<file path="src/rtl/espc_pkg.sv">
// espc_pkg: shared types and constants of the encoder speed pi controller
// item payloads, serial multiplier and divider requests, register indexes
// no dependencies
package espc_pkg;

    localparam int ACC_W = 64;
    localparam int MB_W  = 32;
    localparam int NUM_W = 58;
    localparam int DEN_W = 43;

    localparam logic MODE_EDGE = 1'b0;
    localparam logic MODE_STEP = 1'b1;

    localparam logic [2:0] REG_TARGET = 3'd0;
    localparam logic [2:0] REG_PROP   = 3'd1;
    localparam logic [2:0] REG_INTEG  = 3'd2;
    localparam logic [2:0] REG_BASE   = 3'd3;
    localparam logic [2:0] REG_WEIGHT = 3'd4;
    localparam logic [2:0] REG_PPR    = 3'd5;

    localparam logic [19:0] PROP_RST   = 20'd786;
    localparam logic [19:0] INTEG_RST  = 20'd4588;
    localparam logic [15:0] BASE_RST   = 16'd44976;
    localparam logic [15:0] WEIGHT_RST = 16'd6554;
    localparam logic [7:0]  PPR_RST    = 8'd20;

    localparam logic [MB_W-1:0]  US_PER_S    = 32'd1000000;
    localparam logic [DEN_W-1:0] HALF_US_DEN = 43'd2000000;
    localparam logic [NUM_W-1:0] PARTIAL_MAX = 58'd49152;
    localparam logic [NUM_W-1:0] RAW_LIM     = 58'd67108864;
    localparam logic [MB_W-1:0]  FREQ_NEW_W  = 32'd26214;
    localparam logic [MB_W-1:0]  FREQ_OLD_W  = 32'd39322;
    localparam logic [ACC_W-1:0] ROUND_HALF  = 64'd32768;
    localparam logic [28:0]      ONE_Q28     = 29'd268435456;

    typedef struct packed {
        logic        mode;
        logic [31:0] now_us;
    } in_item_t;

    typedef struct packed {
        logic [15:0] drive_duty;
        logic [23:0] freq_estimate;
        logic        clamped;
    } out_item_t;

    typedef struct packed {
        logic             start;
        logic             keep;
        logic [ACC_W-1:0] a;
        logic [MB_W-1:0]  b;
    } mul_req_t;

    typedef struct packed {
        logic             start;
        logic [NUM_W-1:0] num;
        logic [DEN_W-1:0] den;
    } div_req_t;

endpackage

</file>
<file path="src/rtl/espc_mul.sv">
// espc_mul: bit-serial multiply-accumulate, one multiplier bit per cycle
// signed 64-bit multiplicand, unsigned 32-bit multiplier; uses espc_pkg
module espc_mul (
    input  logic              clk,
    input  logic              rst_n,
    input  espc_pkg::mul_req_t req,
    output logic [espc_pkg::ACC_W-1:0] acc,
    output logic              done
);
    logic [espc_pkg::ACC_W-1:0] a_reg;
    logic [espc_pkg::MB_W-1:0]  b_reg;
    logic [espc_pkg::ACC_W-1:0] acc_reg;
    logic                       busy_reg;
    logic                       done_reg;

    always_ff @(posedge clk or negedge rst_n)
    begin
        if (!rst_n)
        begin
            busy_reg <= 1'b0;
            done_reg <= 1'b0;
        end
        else
        begin
            done_reg <= 1'b0;
            if (req.start)
            begin
                busy_reg <= 1'b1;
            end
            else if (busy_reg && b_reg == '0)
            begin
                busy_reg <= 1'b0;
                done_reg <= 1'b1;
            end
        end
    end

    always_ff @(posedge clk)
    begin
        if (req.start)
        begin
            a_reg <= req.a;
            b_reg <= req.b;
            if (!req.keep)
            begin
                acc_reg <= '0;
            end
        end
        else if (busy_reg && b_reg != '0)
        begin
            if (b_reg[0])
            begin
                acc_reg <= acc_reg + a_reg;
            end
            a_reg <= a_reg << 1;
            b_reg <= b_reg >> 1;
        end
    end

    assign acc  = acc_reg;
    assign done = done_reg;
endmodule

</file>
<file path="config.mk">
export PLATFORM = sky130hd
export DESIGN_NAME = espc_mul
export DESIGN_NICKNAME = d
export VERILOG_FILES = /design/src/rtl/espc_pkg.sv /design/src/rtl/espc_mul.sv
export SDC_FILE = /design/constraint.sdc
export NUM_CORES = 1
export LEC_CHECK = 0
export BUFFER_PORTS_ARGS = -buffer_cell sky130_fd_sc_hd__buf_2
export CORE_MARGIN = 3
export CORE_UTILIZATION = 52
export DETAILED_ROUTE_END_ITERATION = 16
export PLACE_DENSITY = 0.86
export SLEW_MARGIN = 20
export SYNTH_ARGS = -nofsm -noshare
export SYNTH_HDL_FRONTEND = slang
export SYNTH_SLANG_ARGS = --single-unit
</file>
<file path="constraint.sdc">
create_clock -name clk -period 4.1 [get_ports clk]
set_clock_uncertainty 0.2 [all_clocks]
set_input_delay 0.41 -clock clk [delete_from_list [all_inputs] [get_ports clk]]
set_output_delay 0.41 -clock clk [all_outputs]
set_load 0.02 [all_outputs]
</file>
Word level (Yosys, flattened, before mapping)

Index checks and enable logic that the tools add are counted.

Flip-flop bits (word level): 162
Logic and storage cells: 27

Add/subtract/negate cells: 1
Eq/ne operators: 1
Multiplexer cells: 12
Reduce and logical (&&, ||, !) cells: 8

Operator list:

| kind                                 | number |
|---|---|
| 64-bit 2-to-1 mux                    | 6 |
| 64-bit adder                         | 1 |
| 32-bit 2-to-1 mux                    | 2 |
| 32-bit zero test                     | 1 |
| 32-bit nonzero test                  | 1 |
| 2-bit nonzero test                   | 3 |
| 1-bit 2-to-1 mux                     | 4 |
| 3-bit AND reduction                  | 1 |
| 1-bit logical AND                    | 2 |
| 2-bit != test, second input constant | 1 |

Depth between registers and ports, before layout

Gate-level depths: netlist (run 1).

Depth after elaboration: 4
Gate-level depth with buffers: 11
Gate-level depth less buffers: 11

Worst setup path after synthesis (run 1)

Ideal clock, no wire load.

Path type: input port to flip-flop
From: input req[97] in the netlist's numbering
To: register acc_reg, in the netlist acc[0] (enable)
Arrival time: 4,614 ps
Slack: -1,227 ps
Stages on the path: 4
Buffers on the path: 3
Cells stage by stage: clkbuf_1 > clkbuf_1 > clkbuf_1 > mux2i_1

Longest elaborated chain between the ends: 2
Elaborated cells between the ends (all ways): 4

Ends and longest elaborated chain:

| element                                                                     | line           | RTL |
|---|---|---|
| start, declared                                                             | espc_mul.sv:6  | `input espc_pkg::mul_req_t req,` |
| 2-bit != test (no source line) / 2-bit nonzero test (equally long branches) | n/a            |  |
| 3-bit AND reduction (no source line) *                                      | n/a            |  |
| end signal, assigned                                                        | espc_mul.sv:53 | `acc_reg <= acc_reg + a_reg;` |
| end, declared                                                               | espc_mul.sv:12 | `logic [espc_pkg::ACC_W-1:0] acc_reg;` |

Every way passes the cells marked *; elsewhere a longest branch is shown, timed or not.
A chain may end at the register's enable or synchronous reset.

Worst setup path after layout (run 1)

From: register acc_reg, in the netlist acc[0]
To: register acc_reg, in the netlist acc[58] (data pin)

Longest elaborated chain between the ends: 4

Ends and longest elaborated chain:

| element           | line           | RTL |
|---|---|---|
| 64-bit adder      | espc_mul.sv:53 |  |
| 64-bit 2-to-1 mux | espc_mul.sv:51 | `if (b_reg[0])` |
| 64-bit 2-to-1 mux | espc_mul.sv:49 | `else if (busy_reg && b_reg != '0)` |
| 64-bit 2-to-1 mux | espc_mul.sv:40 | `if (req.start)` |

Every way passes these cells. The select of a mux whose other input is x is not followed.

==> metrics.cfg, run 1 <==
[detailed_routing]
drt_first_iter_violations=726
wire_per_inst_um=18.3
drc=0
routed_wl_mm=24.6
vias=8096
viasPerCell=6.00
drt_first_pass_iters=5
antenna_left=0

[sta]
setup_violations=0
rsz0062_at_grt=false
finalHoldViolCount=0
fmax_mhz=265
relSlewSlack=0.423
worst_hold_slack_ns=0.0548
finalCriticalPeriod_ns=3.78
finalMaxSlewViolations=0
worst_slew_pin_slew_ns=0.848
setup-tns-final_ns=0
min_period_over_period=0.922

[synth]
yosysSeqAreaShare=0.477
yosys.area.top_type_share=0.472
synth.cell_area_mm2=0.0102
syn_avg_cell_area_um2=11.0
syn-num-nets=1087
synth_area_leaders=edfxtp_1, mux2_2, ha_1
ys_seq_elements=162
synth_cell_type_count=59
syn_inst=923
synth_edf_count=160
ys.flop_type=edfxtp_1
ys_async_sr_fraction=0.0123
yosys.area.top_type=edfxtp_1
yosys_warnings=0

[floorplanning]
core_area_mm2=0.0190
io_pins=165
dieWidth_um=146
fp.dieH_um=146
num_rows=50
start_util=0.537
dieArea_mm2=0.0213

[critical_path]
slowest_delay_ns=0.44
worstPathArrival_ns=3.77
critPathCaptureType=flip-flop
crit_fanout=6
required_ns=4.09
crit_chain=ha_1 -> fa_1 -> a211oi_1 -> o21ai_0 -> nand4_1 -> nand2_1 -> a41oi_1 -> o31ai_1 -> a21o_1 -> a211o_1 -> mux2_2
slowest_stage=fa_1
critPathLaunchType=flip-flop
crit_type=reg -> reg

[layout]
layout_commonest_cell=buf_2
area_growth_pct=16.0
fin_util=0.623
nets=1240
drive_above_1_share=0.287
n_antenna_cell=0
stdcell_area_mm2=0.0118
layout_common_cells=buf_2, edfxtp_1, mux2_2

[cts]
post_cts_buffers=0
cts.sinks=162
cts_root_buf=clkbuf_16
cts_resized=0
numCtsBuffers=17
cts_tree=built
insertion_delay_ns=0.44
clockBufferDepth=2
htree_num_levels=4
clkSlewWorstSetupHoldPaths_ns=0.07

[grt]
track_usage=0.233
overflow=0
antenna_found_initial=2
grt_pass1_vias=7975
grt_max_degree=67
grt_pass1_wl_mm=40.7

[placement]
dp_hpwl_mm=18.4
io_buffer_count=164
placed_area_mm2=0.0112
place_congestion=0.927

[power_and_ir_drop]
p_leak_nw=4.89
ir_drop_v=0.000326
p_total_mw=7.01
power_density_mw_per_mm2=594

[min_path]
hold_path_class=in -> reg

[flow_run]
maxCapViolCount=0

[outcome]
outcome=finished, final reports clean

## layout make-up
class	count	area [um2]
clock buffers	18	429
fillers	1519	7150
clock inverters	14	129
repair buffers	172	890
multi-input cells	701	5090
flip-flops and latches	162	4850
inverters	22	82.6
well taps	260	325
## routing by layer
layer	wire length, um	global-route usage	vias up
li1	-	-	3805
met1	10300	0.310	3913
met2	11700	0.376	340
met3	2250	0.0701	34
met4	374	0.0575	4
met5	21	0	-
## stage by stage
stage                     setup WS (ns)  std cells
after floorplan                   0.156        923
after global placement            0.548       1316
after detailed placement          0.362       1316
after CTS                         0.346       1349
after global routing             0.0657       1349
final                             0.320       1349
## final timing paths
kind | startpoint | endpoint | slack (ns) | depth (start not counted)
worst max-delay path | acc[0]$_SDFFCE_PP0P_ | acc[58]$_SDFFCE_PP0P_ | 0.32 | 11
worst min-delay path | req[31] | b_reg[31]$_SDFFCE_PN0P_ | 0.05 | 2
worst max register to register | acc[0]$_SDFFCE_PP0P_ | acc[58]$_SDFFCE_PP0P_ | 0.32 | 11
worst min register to register | busy_reg$_DFFE_PN0P_ | busy_reg$_DFFE_PN0P_ | 0.35 | 1
max in group asynchronous | rst_n | busy_reg$_DFFE_PN0P_ | 3.49 | 2
min in group asynchronous | rst_n | done$_DFF_PN0_ | 0.10 | 2
## kinds of logic (layout without fill, tap and decap cells)
family,Yosys count,after routing,synth area share
XOR/XNOR,52,52,0.0448
AO/OA/AOI/OAI,233,233,0.147
flip-flops,162,162,0.477
AND/OR/NAND/NOR,251,251,0.115
adder cells (fa/ha/maj),64,64,0.0794
multiplexers,101,101,0.112
buffers and inverters,60,226,0.0244
## where the power goes
part	internal, mW	switching, mW
combinational	1.21	1.86
sequential	2.21	0.178
clock	0.845	0.712
## worst max-delay path: cells and delay by family, from the launching register on
kind	cells	cell delay [ns]
AOI/OAI and AO/OA	6	1.60
adders and majority gates	2	0.71
DFF	1	0.40
and+or+nand+nor	2	0.34
muxes	1	0.27
## what timing repair did
item / CTS / global route
endpoints found under the hold margin: 2 / 0
setup endpoints to repair: 0 / 0
hold buffers: 1 / 0
## cell usage after synthesis (all sizes together), types with 2 or more instances
master and instances:
a211o 2, a211oi 11, a21o 33, a21oi 82
a221oi 2, a311o 2, a31oi 4, a41oi 5
and2 8, and3 6, and4 2, buf 10
clkbuf 28, dfrtp 2, edfxtp 160, ha 63
inv 22, mux2 100, nand2 58, nand2b 4
nand3 13, nand4 22, nor2 90, nor2b 12
nor3 19, nor4 9, o2111ai 2, o211ai 6
o21a 8, o21ai 45, o21bai 14, o221ai 2
o31ai 5, or3 4, xnor2 33, xor2 19
No activity file was read; power rests on OpenSTA's default activity.
==> run 2: changes to the inputs <==
- REMOVE_ABC_BUFFERS: default -> 1
- clock period: 4.1 -> 3.18 ns (I/O delays scaled with it)
==> metrics.cfg, run 2 (synthesized netlist as in run 1, its figures left out) <==
[outcome]
outcome=finished with violations
violations=setup timing

[placement]
dp_hpwl_mm=18.9
placed_cells=1422
placed_area_mm2=0.0121
io_buffer_count=164
place_congestion=0.926

[floorplanning]
core_area_mm2=0.0190
fp.dieH_um=146
dieWidth_um=146
dieArea_mm2=0.0213
io_pins=165
start_util=0.537
num_rows=50

[detailed_routing]
vias=9147
drc=0
viasPerCell=5.83
drt_first_pass_iters=7
wire_per_inst_um=19.1
antenna_left=0
routed_wl_mm=29.9
drt_first_iter_violations=861

[grt]
grt_pass1_vias=9244
busiest_layer=met2
met2_usage=0.459
use_met3=0.0424
antenna_found_initial=0
grt_max_degree=65
track_usage=0.265
grt_use_met1=0.336
overflow=0
grt_pass1_wl_mm=46.3

[sta]
worst_slew_pin_slew_ns=0.747
fmax_mhz=299
finalHoldViolCount=0
finalMaxSlewViolations=0
setup_ws_ns=-0.168
finalCriticalPeriod_ns=3.35
setup_violations=11
min_period_over_period=1.05
relSlewSlack=0.502
rsz0062_at_grt=true

[layout]
fin_util=0.751
n_antenna_cell=0
drive_above_1_share=0.389
nets=1460
fillCellCount=1189
stdcell_area_mm2=0.0142
layout_common_cells=buf_2, edfxtp_1, buf_4
area_growth_pct=40.0
final_cells=1569
layout_commonest_cell=buf_2

[flow_run]
maxCapViolCount=0

[cts]
clockBufferDepth=2
cts.sinks=162
cts_root_buf=clkbuf_16
cts_tree=built
htree_num_levels=4
numCtsBuffers=17
clkSlewWorstSetupHoldPaths_ns=0.08
insertion_delay_ns=0.44

[power_and_ir_drop]
p_leak_nw=6.02
ir_drop_v=0.000472
p_total_mw=10.5
power_density_mw_per_mm2=734

[critical_path]
r2r_end=acc[51]$_SDFFCE_PP0P_
critPathLaunchType=flip-flop
crit_fanout=3
worstPathArrival_ns=3.33
reg2reg_depth=12
r2r_setup_slack_ns=-0.17
required_ns=3.16
crit_type=reg -> reg
rr_startpoint=acc[0]$_SDFFCE_PP0P_
critPathCaptureType=flip-flop

[min_path]
hold_path_class=in -> reg
min_path_cells=2
worstHoldStart=req[52]
min_to=a_reg[20]$_DFFE_PP_

run 2: cell count changes in the layout (fill, tap and decap cells not counted), sizes merged:
cell | previous run | this run
buf | 171 | 307
clkbuf | 18 | 17
inv | 28 | 29
bufinv | 1 | 0
dlygate4sd3 | 1 | 85
clkinvlp | 2 | 3
run 2: cell type report:
class                           instances  area [um2]  share of cell area
Multi-Input combinational cell        701        5580               0.392
Sequential cell                       162        4850               0.341
Timing Repair Buffer                  392        2810               0.197
Clock buffer                           17         425              0.0299
Tap cell                              260         325              0.0228
Clock inverter                         15         163              0.0114
Inverter                               22        82.6             0.00580
run 2: critical path, cell delays in order (launching register included):
cell and delay [ns]:
edfxtp_1 0.44, ha_4 0.20, buf_6 0.12, a211oi_4 0.26, o211ai_1 0.20, nand3_1 0.14
nand3_2 0.12, a31o_1 0.25, a311o_1 0.31, buf_4 0.16, a21o_1 0.19, a21oi_2 0.18
mux2_4 0.31
run 2: through the flow:
step / hold slack (ns) / setup WS, ns / TNS [ns]
global placement: -0.0922 / -0.202 / -1.54
detailed placement: -0.0897 / -0.323 / -3.62
global route: 0.00537 / -0.245 / -2.42
finish: 0.00655 / -0.168 / -1.01
CTS: 0.000733 / -0.155 / -0.314
floorplan: -0.178 / -1.17 / -78.80
run 2: power breakdown:
part | internal, mW | total [mW] | switching (mW)
clock network | 1.05 | 2.06 | 1.01
registers | 2.85 | 3.12 | 0.262
logic | 2.39 | 5.28 | 2.89
total | 6.30 | 10.5 | 4.16
run 2: worst max-delay path by stage:
stage                              start               endpoint  slack [ns]  cells past startpoint
floorplan                        req[97]   acc[0]$_SDFFCE_PP0P_       -1.17                      1
finish              acc[0]$_SDFFCE_PP0P_  acc[51]$_SDFFCE_PP0P_       -0.17                     12
CTS                   a_reg[1]$_DFFE_PP_  acc[63]$_SDFFCE_PP0P_       -0.15                     10
global route          a_reg[6]$_DFFE_PP_  acc[63]$_SDFFCE_PP0P_       -0.24                     10
detailed placement  acc[0]$_SDFFCE_PP0P_  acc[58]$_SDFFCE_PP0P_       -0.32                     11
global placement    acc[0]$_SDFFCE_PP0P_  acc[58]$_SDFFCE_PP0P_       -0.20                     11
run 2: what timing repair did:
item | in CTS | in global routing
pin swaps | 31 | 34
cloned | 0 | 0
setup buffers | 12 | 21
hold endpoints to repair | 84 | 1
setup endpoints to repair | 25 | 28
gates resized for setup | 50 | 52
hold buffers | 84 | 1
run 2: metal layers:
| layer | wire length (um) | part of all wire |
|---|---|---|
| met1 | 12000 | 0.40 |
| met4 | 904 | 0.030 |
| met3 | 1910 | 0.064 |
| met5 | 0 | 0 |
| met2 | 15100 | 0.50 |
