**src/rtl/espc_pkg.sv**
```systemverilog
// espc_pkg: shared types and constants of the encoder speed pi controller
// item payloads, serial multiplier and divider requests, register indexes
// no dependencies
package espc_pkg;

    localparam int ACC_W = 64;
    localparam int MB_W  = 32;
    localparam int NUM_W = 58;
    localparam int DEN_W = 43;

    localparam logic MODE_EDGE = 1'b0;
    localparam logic MODE_STEP = 1'b1;

    localparam logic [2:0] REG_TARGET = 3'd0;
    localparam logic [2:0] REG_PROP   = 3'd1;
    localparam logic [2:0] REG_INTEG  = 3'd2;
    localparam logic [2:0] REG_BASE   = 3'd3;
    localparam logic [2:0] REG_WEIGHT = 3'd4;
    localparam logic [2:0] REG_PPR    = 3'd5;

    localparam logic [19:0] PROP_RST   = 20'd786;
    localparam logic [19:0] INTEG_RST  = 20'd4588;
    localparam logic [15:0] BASE_RST   = 16'd44976;
    localparam logic [15:0] WEIGHT_RST = 16'd6554;
    localparam logic [7:0]  PPR_RST    = 8'd20;

    localparam logic [MB_W-1:0]  US_PER_S    = 32'd1000000;
    localparam logic [DEN_W-1:0] HALF_US_DEN = 43'd2000000;
    localparam logic [NUM_W-1:0] PARTIAL_MAX = 58'd49152;
    localparam logic [NUM_W-1:0] RAW_LIM     = 58'd67108864;
    localparam logic [MB_W-1:0]  FREQ_NEW_W  = 32'd26214;
    localparam logic [MB_W-1:0]  FREQ_OLD_W  = 32'd39322;
    localparam logic [ACC_W-1:0] ROUND_HALF  = 64'd32768;
    localparam logic [28:0]      ONE_Q28     = 29'd268435456;

    typedef struct packed {
        logic        mode;
        logic [31:0] now_us;
    } in_item_t;

    typedef struct packed {
        logic [15:0] drive_duty;
        logic [23:0] freq_estimate;
        logic        clamped;
    } out_item_t;

    typedef struct packed {
        logic             start;
        logic             keep;
        logic [ACC_W-1:0] a;
        logic [MB_W-1:0]  b;
    } mul_req_t;

    typedef struct packed {
        logic             start;
        logic [NUM_W-1:0] num;
        logic [DEN_W-1:0] den;
    } div_req_t;

endpackage

```
**src/rtl/espc_div.sv**
```systemverilog
// espc_div: restoring divider, one quotient bit per cycle
// 58-bit dividend, 43-bit nonzero divisor; uses espc_pkg
module espc_div (
    input  logic              clk,
    input  logic              rst_n,
    input  espc_pkg::div_req_t req,
    output logic [espc_pkg::NUM_W-1:0] quo,
    output logic              done
);
    localparam int CNT_W = $clog2(espc_pkg::NUM_W);

    logic [espc_pkg::NUM_W-1:0] num_reg;
    logic [espc_pkg::DEN_W-1:0] den_reg;
    logic [espc_pkg::DEN_W-1:0] rem_reg;
    logic [CNT_W-1:0]           cnt_reg;
    logic                       busy_reg;
    logic                       done_reg;
    logic [espc_pkg::DEN_W:0]   trial;
    logic                       fits;

    assign trial = {rem_reg, num_reg[espc_pkg::NUM_W-1]};
    assign fits  = trial >= {1'b0, den_reg};

    always_ff @(posedge clk or negedge rst_n)
    begin
        if (!rst_n)
        begin
            busy_reg <= 1'b0;
            done_reg <= 1'b0;
            cnt_reg  <= '0;
        end
        else
        begin
            done_reg <= 1'b0;
            if (req.start)
            begin
                busy_reg <= 1'b1;
                cnt_reg  <= '0;
            end
            else if (busy_reg)
            begin
                cnt_reg <= cnt_reg + 1'b1;
                if (cnt_reg == CNT_W'(espc_pkg::NUM_W - 1))
                begin
                    busy_reg <= 1'b0;
                    done_reg <= 1'b1;
                end
            end
        end
    end

    always_ff @(posedge clk)
    begin
        if (req.start)
        begin
            num_reg <= req.num;
            den_reg <= req.den;
            rem_reg <= '0;
        end
        else if (busy_reg)
        begin
            if (fits)
            begin
                rem_reg <= espc_pkg::DEN_W'(trial - {1'b0, den_reg});
            end
            else
            begin
                rem_reg <= trial[espc_pkg::DEN_W-1:0];
            end
            num_reg <= {num_reg[espc_pkg::NUM_W-2:0], fits};
        end
    end

    assign quo  = num_reg;
    assign done = done_reg;
endmodule

```
**config.mk**
```make
export PLATFORM = sky130hd
export DESIGN_NAME = espc_div
export DESIGN_NICKNAME = d
export VERILOG_FILES = /design/src/rtl/espc_pkg.sv /design/src/rtl/espc_div.sv
export SDC_FILE = /design/constraint.sdc
export NUM_CORES = 1
export LEC_CHECK = 0
export BUFFER_PORTS_ARGS = -buffer_cell sky130_fd_sc_hd__buf_2
export CORE_UTILIZATION = 56
export DETAILED_ROUTE_END_ITERATION = 8
export PLACE_DENSITY = 0.81
export SYNTH_ARGS = -nofsm -noshare
export SYNTH_HDL_FRONTEND = slang
export SYNTH_SLANG_ARGS = --single-unit
```
**constraint.sdc**
```tcl
create_clock -name clk -period 7 [get_ports clk]
set_clock_uncertainty 0.2 [all_clocks]
set_input_delay 0.7 -clock clk [delete_from_list [all_inputs] [get_ports clk]]
set_output_delay 0.7 -clock clk [all_outputs]
set_load 0.01 [all_outputs]
```
Yosys cells after proc, flatten, opt, wreduce, memory -nomap -nowiden --
Cells that the tools add are included. W data, S select, Z words.
Operators by class: add/sub/neg operators 2, multipliers 0, divide/modulo/power cells 0, $lt $le $gt $ge 1, equality and inequality tests 1, shifts and indexed selects 0, mux-type cells 11, bitwise logic cells 0, reductions and logical operators 1
Operators by type and width (count):
- $mux W58 | 2
- $ge A44 B43 Y1 | 1
- $mux W43 | 1
- $sub A43 B43 Y43 | 1
- $mux W6 | 2
- $add A6 B1 Y6 const B | 1
- $eq A6 B6 Y1 const B | 1
- $mux W1 | 6
- $reduce_bool A2 Y1 | 1
Word-level totals: bits in registers 152, latch bits 0, memory bits (writable) 0, memory bits (read-only) 0, bits of input ports 104, output and inout port bits 59, logic and storage cells 22, memories 0

Longest topological paths before layout --
Gate-level depths: netlist (run 1).
depth after elaboration 4, depth in mapped cells 13

Worst setup path before layout (run 1) --
OpenSTA, ideal clock, no wires.
kind register -> register, start point register den_reg[34] (netlist name), end point register rem_reg[27] (netlist name), library setup time 0.088 ns, arrival time 2.797 ns, setup slack 3.915 ns, cell stages (with the launch flop) 12, clock period less this slack 3.085 ns, cell sequence edfxtp_1 > inv_1 > ha_1 > clkbuf_1 > nand4_1 > nor4_4 > or4b_1 > o32ai_1 > a211o_2 > nor2_2 > or3b_1 > a311oi_2
On the way: word-level cells in the longest chain between the ends 2
Ends and longest elaborated chain:
- start, declared | RTL line espc_div.sv:13 | logic [espc_pkg::DEN_W-1:0] den_reg;
- start signal, assigned | RTL line espc_div.sv:57 | den_reg <= req.den;
- $ge A44 B43 Y1 | RTL line espc_div.sv:22 | assign fits = trial >= {1'b0, den_reg};
- $mux W43 | RTL line espc_div.sv:62 | if (fits)
- end signal, assigned | RTL line espc_div.sv:64 | rem_reg <= espc_pkg::DEN_W'(trial - {1'b0, den_reg});
- end signal, assigned | RTL line espc_div.sv:68 | rem_reg <= trial[espc_pkg::DEN_W-1:0];
- end, declared | RTL line espc_div.sv:14 | logic [espc_pkg::DEN_W-1:0] rem_reg;
Every way passes these cells. A chain may end at the register's enable or synchronous reset.

Final worst setup path (run 1) --
start point register den_reg[28] (netlist name), end point register rem_reg[25] (netlist name)
The elaborated chain is that of the path after synthesis.

==> results.ini, run 1 <==
[setup_path]
reg2reg_slack_ns = 3.22
crit_family = simple AND/OR/NAND/NOR gates
arrival_ns = 3.92
required_ns = 7.15
slowest_delay_ns = 0.48
worst-path-buf-inv = 2
worstSetupStartpointType = flip-flop
path_max_fanout = 31
r2r_end = rem_reg[25]
critPathLaunch = den_reg[28]
crit_path_end = rem_reg[25]
crit_cells = 11
cp-end-kind = flip-flop
worst_path_max_delay_cell = or4b_1
crit_chain = inv_1 > ha_1 > nand4_2 > nor4_4 > or4b_1 > o32ai_1 > a211o_2 > or2_1 > buf_4 > o311ai_0 > a311oi_1
criticalPathCategory = flip-flop to flip-flop
r2r_start = den_reg[28]
worstRegToRegCells = 11

[route]
wl_per_cell_um = 17.1
drt_iter0_drc = 618
drc_errors = 0
ant_nets = 0
drt_first_pass_iters = 5
viasPerCell = 5.85
totalWireLength_mm = 21.2
via_count = 7253

[power]
p_switching_uw = 607
leakagePower_uw = 0.00443
power_density_mw_per_mm2 = 217
seqPwrFrac = 0.472
peakVddDrop_v = 0.000171
p_clk_frac = 0.401
p_int_uw = 1630
comb_power_share = 0.127
power.share.switching = 0.272

[timing]
rsz0062_at_grt = false
setup_tns_ns = 0
hold_viol = 0
final-setup-viol-count = 0
relSlewSlack = 0.380
tightest_slew_ns = 0.930
post-route-min-period_ns = 3.78
max_freq_mhz = 265
min_period_over_period = 0.540
slew_viol_final = 0

[grt]
grt_antenna_before_repair = 0
grt_util_met1 = 0.343
grt_overflow = 0
grt_pass1_wl_mm = 33.9
first_global_vias = 6934
grtUsageMet3 = 0.0637
grt_use_total = 0.269
grt-busiest-layer = met2
grt_use_met2 = 0.449
grt_max_degree = 79

[worst_hold_path]
min_path_cells = 1
min_path_type = input port to flip-flop

[yosys]
ys.flop_type = edfxtp_1
ys_warn_count = 0
yosys.area.top_type = edfxtp_1
async_flop_share = 0.0526
seq_area_frac_synth = 0.466
synth_area_leaders = edfxtp_1 (35%), dfxtp_1 (9.8%), mux2_2 (7.4%), ha_1 (6.4%), nand2_1 (4.2%)
synth_cell_types = 70
synth_area_per_cell_um2 = 10.1
netlist_instances = 872
syn_area_mm2 = 0.00879
synth_edf_count = 101
synth_most_common_cell = edfxtp_1
yosys.area.top_type_share = 0.345
synth-seq-cells = 152
synth_commonest_cells = edfxtp_1 (101), nand2_1 (98), nor2_1 (69)
syn-num-nets = 1022

[die]
die_w_um = 127
ios = 163
initial_core_util = 0.576
die_area_mm2 = 0.0162
fp-row-count = 45
fp.coreArea_mm2 = 0.0153
die_h_um = 127

[placement]
dpl_cell_area_mm2 = 0.00972
dp.final_hpwl_mm = 14.8
io_buffers = 162
gp_congestion = 0.916

[cells_and_area]
drive_gt1_frac = 0.271
largest_reg_flops = 58
nets = 1165
diodes = 0
stdcell_area_mm2 = 0.0103
area_growth_pct = 17.3

[clock_network]
clk_pin_slew_ns = 0.07
cts_made_buffers = 17
clock_latency_ns = 0.43
cts-root-buf = clkbuf_16
cts.htree.levels = 4
cts_tree = yes
cts_setup_buffers = 0
clkSinkCount = 152
clk_path_buf_depth = 2

[flow_run]
drv_cap = 0

[outcome]
outcome = completed

## cell families after synthesis
family                   Yosys count  share of synthesized area
AND/OR/NAND/NOR                  270                      0.149
AO/OA/AOI/OAI                    211                      0.164
flip-flops                       152                      0.466
buffers and inverters            101                     0.0467
multiplexers                      60                     0.0766
adder cells (fa/ha/maj)           46                     0.0663
XOR/XNOR                          32                     0.0319
## per-stage QoR
step                setup WS, ns   util  hold WS (ns)  cells  power [uW]
finish                      3.22  0.676         0.238   1239        2230
global route                3.01  0.676         0.221   1239        2320
CTS                         3.22  0.676         0.226   1239        2240
detailed placement          3.24  0.637         0.290   1206        1350
global placement            3.40  0.637         0.279   1206        1340
floorplan                   3.92      -         0.204    872        1240
## routing by layer
layer  vias to the layer above  wire (um)  share of wire
li1                       3500          -              -
met1                      3444       9040           0.43
met2                       269      10400           0.49
met3                        40       1340          0.063
met4                         0        434          0.020
met5                         -          0              0
## timing repair
action	4_1_cts	5_1_grt
gates resized for setup	0	0
endpoints found under the hold margin	8	0
hold buffers	1	0
## worst register-to-register path: cells and delay by family (launching register included)
kind                     cells  cell delay [ns]
AND/OR/NAND/NOR              4             1.36
adder cells (fa/ha/maj)      1             0.42
flip-flops                   1             0.33
buffers and inverters        2             0.45
AO/OA/AOI/OAI                4             0.95
## power by group through the flow
stage               sequential, uW  combinational [uW]  clock (uW)
detailed placement            1070                 278           0
global placement              1070                 272           0
floorplan                     1080                 156           0
finish                        1060                 283         896
global route                  1060                 309         945
CTS                           1060                 281         907
## cells in the final DEF, fill, tap and decap left out, drive strengths merged, types with 8 or more instances in the layout
cell      n
a21o     19
a21oi    53
a311oi   29
a31oi     8
buf     170
clkbuf   17
dfrtp     8
dfxtp    43
edfxtp  101
ha       45
inv      61
mux2     58
nand2    98
nand2b   15
nand3    16
nand4    14
nor2     70
nor2b     8
nor3     13
o211ai   10
o21ai    45
o21bai    9
xnor2    18
xor2     14
## layout make-up
type | instances | area [um^2]
fillers | 1206 | 4950
multi-input cells | 619 | 4280
flip-flops and latches | 152 | 4100
repair buffers | 171 | 883
clock buffers | 17 | 425
well taps | 211 | 264
inverters | 54 | 203
clock inverters | 15 | 158
## how the worst min path moves through the flow
stage / startpoint / to / slack, ns
finish: req[41] / den_reg[41] / 0.24
global placement: rem_reg[16] / rem_reg[17] / 0.28
floorplan: rst_n / busy_reg / 0.20
detailed placement: rem_reg[12] / rem_reg[13] / 0.29
global route: req[0] / den_reg[0] / 0.22
CTS: req[41] / den_reg[41] / 0.23
No activity file was read; power rests on OpenSTA's default activity.
==> run 2, diff against run 1 <==
- clock period: 7 -> 3.7 ns (I/O delays scaled with it)
==> run 2 against run 1 <==
Die area unchanged. Utilization up 3.8 points. Cell area up 5.6%. Critical path type unchanged. Routed wire length up 2.3%. Total power up 96%. Final cell count up 4.5%. Maximum frequency up 11%. Highest routed layer unchanged.
==> results.ini, run 2 (synthesized netlist as in run 1, its figures left out) <==
[die]
die_area_mm2 = 0.0162
fp-row-count = 45
initial_core_util = 0.576
die_w_um = 127
fp.coreArea_mm2 = 0.0153
ios = 163
die_h_um = 127

[route]
totalWireLength_mm = 21.7
viasPerCell = 5.74
via_count = 7432
drt_first_pass_iters = 5
wl_per_cell_um = 16.7
drc_errors = 0
ant_nets = 0
drt_iter0_drc = 610

[grt]
grt_overflow = 0
grt_antenna_before_repair = 0
grt_max_degree = 67
first_global_vias = 7145
grt_use_total = 0.276
grt_pass1_wl_mm = 35.0

[cells_and_area]
mostFrequentLayoutCells = buf_2 (161), edfxtp_1 (101), nand2_1 (98), nor2_1 (69), mux2_2 (58)
drive_gt1_frac = 0.271
nets = 1221
stdcell_area_mm2 = 0.0109
final_common_cell = buf_2
regArea_mm2 = 0.00410
area_growth_pct = 23.9
diodes = 0
multi_input_area_mm2 = 0.00430
fill_cells = 1089
largest_reg_flops = 58

[setup_path]
reg2reg_slack_ns = 0.28
worstRegToRegCells = 11
cp-end-kind = flip-flop
criticalPathCategory = flip-flop to flip-flop
worstSetupStartpointType = flip-flop
r2r_end = rem_reg[10]
arrival_ns = 3.55
worst_path_max_delay_cell = or4b_1
crit_path_end = rem_reg[10]
slowest_delay_ns = 0.46
r2r_start = den_reg[26]
required_ns = 3.83
path_max_fanout = 13
critPathLaunch = den_reg[26]
crit_chain = inv_1 > ha_1 > nand4_2 > nor4_4 > or4b_1 > o32ai_1 > a211o_2 > or2_4 > buf_4 > nand2_1 > a311oi_1

[clock_network]
clk_path_buf_depth = 2
cts_setup_buffers = 0
cts.htree.levels = 4
clkSinkCount = 152
cts_tree = yes
clk_pin_slew_ns = 0.08
clock_latency_ns = 0.44
cts_made_buffers = 17
cts-root-buf = clkbuf_16

[timing]
slew_viol_final = 0
hold_viol = 0
post-route-min-period_ns = 3.42
final-setup-viol-count = 0
tightest_slew_ns = 0.797
relSlewSlack = 0.469
setup_tns_ns = 0
max_freq_mhz = 293
min_period_over_period = 0.924
rsz0062_at_grt = false

[placement]
dpl_cell_area_mm2 = 0.00982
dp.final_hpwl_mm = 15.2
io_buffers = 162
gp_congestion = 0.950

[worst_hold_path]
min_path_type = input port to flip-flop
worst_hold_startpoint = req[87]

[power]
power_density_mw_per_mm2 = 403
leakagePower_uw = 0.00469
peakVddDrop_v = 0.000361

[outcome]
outcome = completed

[flow_run]
drv_cap = 0

## run 2: repair_timing
item                                    4_1_cts  5_1_grt
endpoints found under the setup margin        0       40
hold endpoints to repair                     51        0
resized for setup                             0        3
hold buffers                                 44        0
## run 2: worst min path at each step
| stage | to | slack (ns) | cells after the start |
|---|---|---|---|
| finish | quo[44] | 0.02 | 2 |
| global route | quo[44] | 0.01 | 2 |
| CTS | quo[30] | 0.01 | 2 |
| detailed placement | cnt_reg[5] | 0.02 | 1 |
| global placement | done | 0.02 | 1 |
| floorplan | busy_reg | -0.13 | 0 |
## run 2: power by group
part	internal [uW]	total [uW]	switching, uW
logic	275	576	301
registers	1940	2000	57.3
clock network	978	1810	835
## run 2: metrics by stage
| step | utilization | setup slack [ns] | hold WS (ns) | power [uW] | instances |
|---|---|---|---|---|---|
| after global placement | 0.643 | 0.272 | 0.0241 | 2550 | 1219 |
| after detailed placement | 0.643 | 0.125 | 0.0200 | 2560 | 1219 |
| after floorplan | - | 0.615 | -0.126 | 2350 | 872 |
| after global routing | 0.714 | 0.0422 | 0.0121 | 4540 | 1295 |
| final | 0.714 | 0.282 | 0.0216 | 4390 | 1295 |
| after CTS | 0.713 | 0.0803 | 0.0102 | 4400 | 1295 |
## run 2: routing by layer
layer,global-route usage,share of wire
met1,0.355,0.43
met2,0.458,0.49
met3,0.0536,0.054
met4,0.115,0.025
met5,0,0
## run 2: critical path: cells and delay by family (launching register included)
family	cells	cell delay, ns
AOI/OAI and AO/OA	3	0.77
adders and majority gates	1	0.41
buffers and inverters	2	0.29
DFF	1	0.34
and+or+nand+nor	5	1.32
## run 2: area by class of cell
class,instances,share of cell area
timing repair buffer,227,0.130
tap,211,0.0242
clock buffer,17,0.0391
inverter,54,0.0186
clock inverter,15,0.0183
multi-input combinational,619,0.394
sequential,152,0.376
